$ cat config.mk
export PLATFORM = sky130hd
export DESIGN_NAME = fcx_ctrl
export DESIGN_NICKNAME = d
export VERILOG_FILES = /design/src/fcx_pkg.sv /design/src/fcx_ctrl.sv
export VERILOG_INCLUDE_DIRS = /design/src /design/src/src
export SDC_FILE = /design/constraint.sdc
export NUM_CORES = 1
export LEC_CHECK = 0
export BUFFER_PORTS_ARGS = -buffer_cell sky130_fd_sc_hd__buf_4
export CORE_AREA = 4 4 41 43
export CTS_BUF_LIST = sky130_fd_sc_hd__clkbuf_16
export DETAILED_ROUTE_END_ITERATION = 10
export DIE_AREA = 0 0 45 47
export MAX_ROUTING_LAYER = met4
export PLACE_DENSITY = 0.39
export SKIP_CTS_REPAIR_TIMING = 1
export SLEW_MARGIN = 5
export SYNTH_ARGS = -nofsm -noshare
export SYNTH_HDL_FRONTEND = slang
export SYNTH_SLANG_ARGS = --single-unit
$ cat constraint.sdc
create_clock -name clk -period 1.62 [get_ports clk]
set_input_delay 0 -clock clk [delete_from_list [all_inputs] [get_ports clk]]
set_output_delay 0 -clock clk [all_outputs]
set_load 0.01 [all_outputs]
$ cat src/four_register_cpu_execute_top_macros.svh
// Assertion macros for the four register execute block
`ifndef FOUR_REGISTER_CPU_EXECUTE_TOP_MACROS_SVH
`define FOUR_REGISTER_CPU_EXECUTE_TOP_MACROS_SVH
`ifndef SYNTH
// same-cycle implication
`define FCX_ASSERT_IMPL(lbl, ante, cons, msg) \
    lbl: assert property (@(posedge clk) disable iff (!rst_n) (ante) |-> (cons)) \
        else $error(msg);
// next-cycle implication
`define FCX_ASSERT_NEXT(lbl, ante, cons, msg) \
    lbl: assert property (@(posedge clk) disable iff (!rst_n) (ante) |=> (cons)) \
        else $error(msg);
`else
`define FCX_ASSERT_IMPL(lbl, ante, cons, msg)
`define FCX_ASSERT_NEXT(lbl, ante, cons, msg)
`endif
`endif

$ cat src/fcx_pkg.sv
// Package: payload types, control structs and codes for the execute block
`timescale 1ns / 1ps
package fcx_pkg;

    // opcodes
    localparam logic [7:0] OP_NOP  = 8'h00;
    localparam logic [7:0] OP_MOV  = 8'h01;
    localparam logic [7:0] OP_ADD  = 8'h02;
    localparam logic [7:0] OP_SUB  = 8'h03;
    localparam logic [7:0] OP_MUL  = 8'h04;
    localparam logic [7:0] OP_DIV  = 8'h05;
    localparam logic [7:0] OP_XOR  = 8'h06;
    localparam logic [7:0] OP_OR   = 8'h07;
    localparam logic [7:0] OP_AND  = 8'h08;
    localparam logic [7:0] OP_HLT  = 8'h09;
    localparam logic [7:0] OP_PUSH = 8'h0A;
    localparam logic [7:0] OP_POP  = 8'h0B;
    localparam logic [7:0] OP_STO  = 8'h0C;
    localparam logic [7:0] OP_GET  = 8'h0D;
    localparam logic [7:0] OP_END  = 8'hFF;

    // status codes
    localparam logic [2:0] ST_OK        = 3'd0;
    localparam logic [2:0] ST_HALTED    = 3'd1;
    localparam logic [2:0] ST_END       = 3'd2;
    localparam logic [2:0] ST_DIVZERO   = 3'd3;
    localparam logic [2:0] ST_BADREG    = 3'd4;
    localparam logic [2:0] ST_BADADDR   = 3'd5;
    localparam logic [2:0] ST_OVERFLOW  = 3'd6;
    localparam logic [2:0] ST_UNDERFLOW = 3'd7;

    typedef struct packed {
        logic [7:0]         req_type;
        logic signed [31:0] arg_first;
        logic signed [31:0] arg_second;
        logic               arg_third;
    } req_t;

    typedef struct packed {
        logic [2:0]         status;
        logic               reg_written;
        logic [1:0]         reg_index;
        logic signed [31:0] reg_value;
        logic [9:0]         stack_count;
    } rsp_t;

    // controller to datapath
    typedef struct packed {
        logic load_instr;
        logic div_start;
        logic div_step;
        logic finish;
    } ctrl_cmd_t;

    // datapath to controller
    typedef struct packed {
        logic need_div;
        logic div_last;
        logic out_free;
    } ctrl_sts_t;

endpackage

$ cat src/fcx_ctrl.sv
// Controller state machine: sequences capture, divide iterations and retire
`timescale 1ns / 1ps
`include "four_register_cpu_execute_top_macros.svh"
module fcx_ctrl
    import fcx_pkg::*;
(
    input  logic      clk,
    input  logic      rst_n,
    input  logic      in_valid,
    output logic      in_ready,
    input  ctrl_sts_t sts,
    output ctrl_cmd_t cmd
);

    localparam logic [1:0] S_IDLE = 2'd0;
    localparam logic [1:0] S_EXEC = 2'd1;
    localparam logic [1:0] S_DIV  = 2'd2;
    localparam logic [1:0] S_FIN  = 2'd3;

    logic [1:0] state_reg;
    logic [1:0] state_next;
    logic       accept;

    assign in_ready = (state_reg == S_IDLE);
    assign accept   = in_valid && in_ready;

    // next state and commands
    always_comb
    begin
        state_next     = state_reg;
        cmd            = '0;
        cmd.load_instr = accept;
        unique case (state_reg)
            S_IDLE:
            begin
                if (accept)
                begin
                    state_next = S_EXEC;
                end
            end
            S_EXEC:
            begin
                if (sts.need_div)
                begin
                    cmd.div_start = 1'b1;
                    state_next    = S_DIV;
                end
                else
                begin
                    state_next = S_FIN;
                end
            end
            S_DIV:
            begin
                cmd.div_step = 1'b1;
                if (sts.div_last)
                begin
                    state_next = S_FIN;
                end
            end
            S_FIN:
            begin
                if (sts.out_free)
                begin
                    cmd.finish = 1'b1;
                    state_next = S_IDLE;
                end
            end
            default:
            begin
                state_next = S_IDLE;
            end
        endcase
    end

    always_ff @(posedge clk or negedge rst_n)
    begin
        if (!rst_n)
        begin
            state_reg <= S_IDLE;
        end
        else
        begin
            state_reg <= state_next;
        end
    end

    `FCX_ASSERT_NEXT(a_accept_exec, accept, state_reg == S_EXEC, "accept did not start exec")
    `FCX_ASSERT_NEXT(a_div_end, state_reg == S_DIV && sts.div_last, state_reg == S_FIN,
        "divide did not retire")
    `FCX_ASSERT_NEXT(a_fin_hold, state_reg == S_FIN && !sts.out_free, state_reg == S_FIN,
        "retire left while output busy")
    `FCX_ASSERT_IMPL(a_finish_free, cmd.finish, sts.out_free, "retire into busy output")

endmodule

==> impl_metrics.ini <==
[critical_path]
slowest_stage = dfrtp_1
path_cells = inv_1, ha_1, nand2b_1, and3_4, mux2_4
slowest_delay_ns = 0.42
cp-end-kind = flip-flop
worstSetupStartpointType = flip-flop
worst-path-buf-inv = 1
cp_max_fo = 6
cp_data_required_time_ns = 1.72
critPathArrivalTime_ns = 1.54
ff2ff_setup_slack_ns = 0.18
setup.worst_path.class = reg -> reg
critPathTopFamily = flip-flops

[sta]
setup_slack_ns = 0.183
finalSetupViolCount = 0
fin_tns_setup_ns = 0
drv_slew = 0
holdWs_ns = 0.0933
min_period_ns = 1.44
rsz0062_at_grt = false
clock_skew_ns = 0.00114
fmax_mhz = 696
worstMarginPinSlew_ns = 0.180
slew_headroom_pct = 88.0
fin_crit_sh_pct = 88.7
hold_viol_final = 0

[layout]
regArea_um2 = 50.0
largest_reg_flops = 2
final_cells = 49
multi_input_area_um2 = 150
drive_above_1_share_pct = 50.0
final_core_util_pct = 29.7
insertedDiodeCount = 0
area_growth_pct = 79.7
final_cell_area_um2 = 387
final_cell_mix = buf_4 (10), ha_1 (4), nand2b_1 (3), clkbuf_16 (3)
final_common_cell = buf_4
fill_cells = 139
final_nets = 46

[drt]
via_count = 181
postRouteAntennaNets = 0
drtPass1Iterations = 2
first_iter_violations = 1
vias_per_cell = 3.69
drc = 0
wl_per_cell_um = 9.24
drt-total-wl_um = 453

[placed_design]
portBuffers = 10
routabilityCongestion = 0.642
dpl.cell_count = 45
place_area_um2 = 302
dp_slack_ns = 0.171

[floorplan]
ios = 11
rows = 13
core-area_um2 = 1300
die-width_um = 45
dieHeight_um = 47
start_util_pct = 16.5
dieArea_um2 = 2120

[power_and_ir_drop]
power.share.clock_pct = 42.8
p_comb_share_pct = 43.6
total_power_uw = 858
swShare_pct = 28.8
p_per_area_nw_per_um2 = 2220
p_switching_uw = 248
peakVddDrop_v = 0.00110
internal_power_uw = 611
pwr-share-seq_pct = 13.7
leakagePower_nw = 0.197

[hold_path]
hp-class = in -> async

[yosys]
syn_area_um2 = 215
ys_ff_latch = 2
synth_cell_types = 13
synthCells = 21
synth_fp_nets = 31
ys_seq_area_share_pct = 23.3
avgSynthCellArea_um2 = 10.2
yosysWarnings = 0

[clocking]
h-tree-depth = 1
cts.sinks = 2
clockBufferDepth = 2
insertion_delay_ns = 0.22
clkTransAtPathRegs_ns = 0.03
cts_root_buf = clkbuf_16
cts_tree = built
numCtsBuffers = 3

[grt]
track_usage_pct = 5.71
grt_start_max_net_pins = 7
grt_pass1_vias = 204
globalRoute.totalOverflow = 0
grt_antenna_before_repair = 0
grt_pass1_wl_um = 793

[run]
maxCapViolCount = 0

[run_status]
status = completed
[cell families after synthesis]
kind of cell	after synthesis	synth area share (%)
buffers and inverters	3	6.98
adder cells (fa/ha/maj)	4	23.3
flip-flops	2	23.3
multiplexers	1	6.97
AND/OR/NAND/NOR	9	31.4
AO/OA/AOI/OAI	2	8.14
[worst register-to-register path: stages, from the launching register on]
cell and delay (ns):
dfrtp_1 0.42, inv_1 0.09, ha_1 0.24, nand2b_1 0.08
and3_4 0.20, mux2_4 0.29
[power groups by stage]
stage,clock (mW),combinational (mW),sequential (mW)
global placement,0,0.372,0.115
global route,0.382,0.416,0.126
detailed placement,0,0.377,0.118
floorplan,0,0.271,0.109
finish,0.367,0.374,0.117
CTS,0.374,0.382,0.117
[layout make-up]
class	count	area share [%]
Clock buffer	3	19.4
Inverter	2	1.94
Multi-Input combinational cell	16	38.8
Sequential cell	2	12.9
Tap cell	15	4.85
Timing Repair Buffer	11	22.0
[path summary, 6_finish.rpt]
| kind | from | endpoint | cells past startpoint |
|---|---|---|---|
| worst max-delay path | state_reg[0]$_DFFE_PN0P_ | state_reg[1]$_DFFE_PN0P_ | 5 |
| worst min-delay path | rst_n | state_reg[1]$_DFFE_PN0P_ | 2 |
| worst max register to register | state_reg[0]$_DFFE_PN0P_ | state_reg[1]$_DFFE_PN0P_ | 5 |
| worst min register to register | state_reg[1]$_DFFE_PN0P_ | state_reg[1]$_DFFE_PN0P_ | 1 |
| max in group asynchronous | rst_n | state_reg[0]$_DFFE_PN0P_ | 2 |
| min in group clk | sts[2] | cmd[2] | 3 |
[synthesized netlist by cell type, drive strengths merged]
library cell / count / area share (%)
ha: 4 / 23
nand2b: 4 / 15
and2: 3 / 9.3
dfrtp: 2 / 23
inv: 2 / 3.5
a41oi: 1 / 4.1
and3: 1 / 5.2
buf: 1 / 3.5
mux2: 1 / 7.0
nor2: 1 / 1.7
o22a: 1 / 4.1
[metal layers]
layer  up-vias  track usage (%)  share of wire [%]
met4         0             7.02                  0
met2         5             8.76                 55
met1        80             5.47                 39
met3         0             1.15                6.2
met5         -                -                  0
li1         96                -                  -
(Power assumes the default switching activity.)
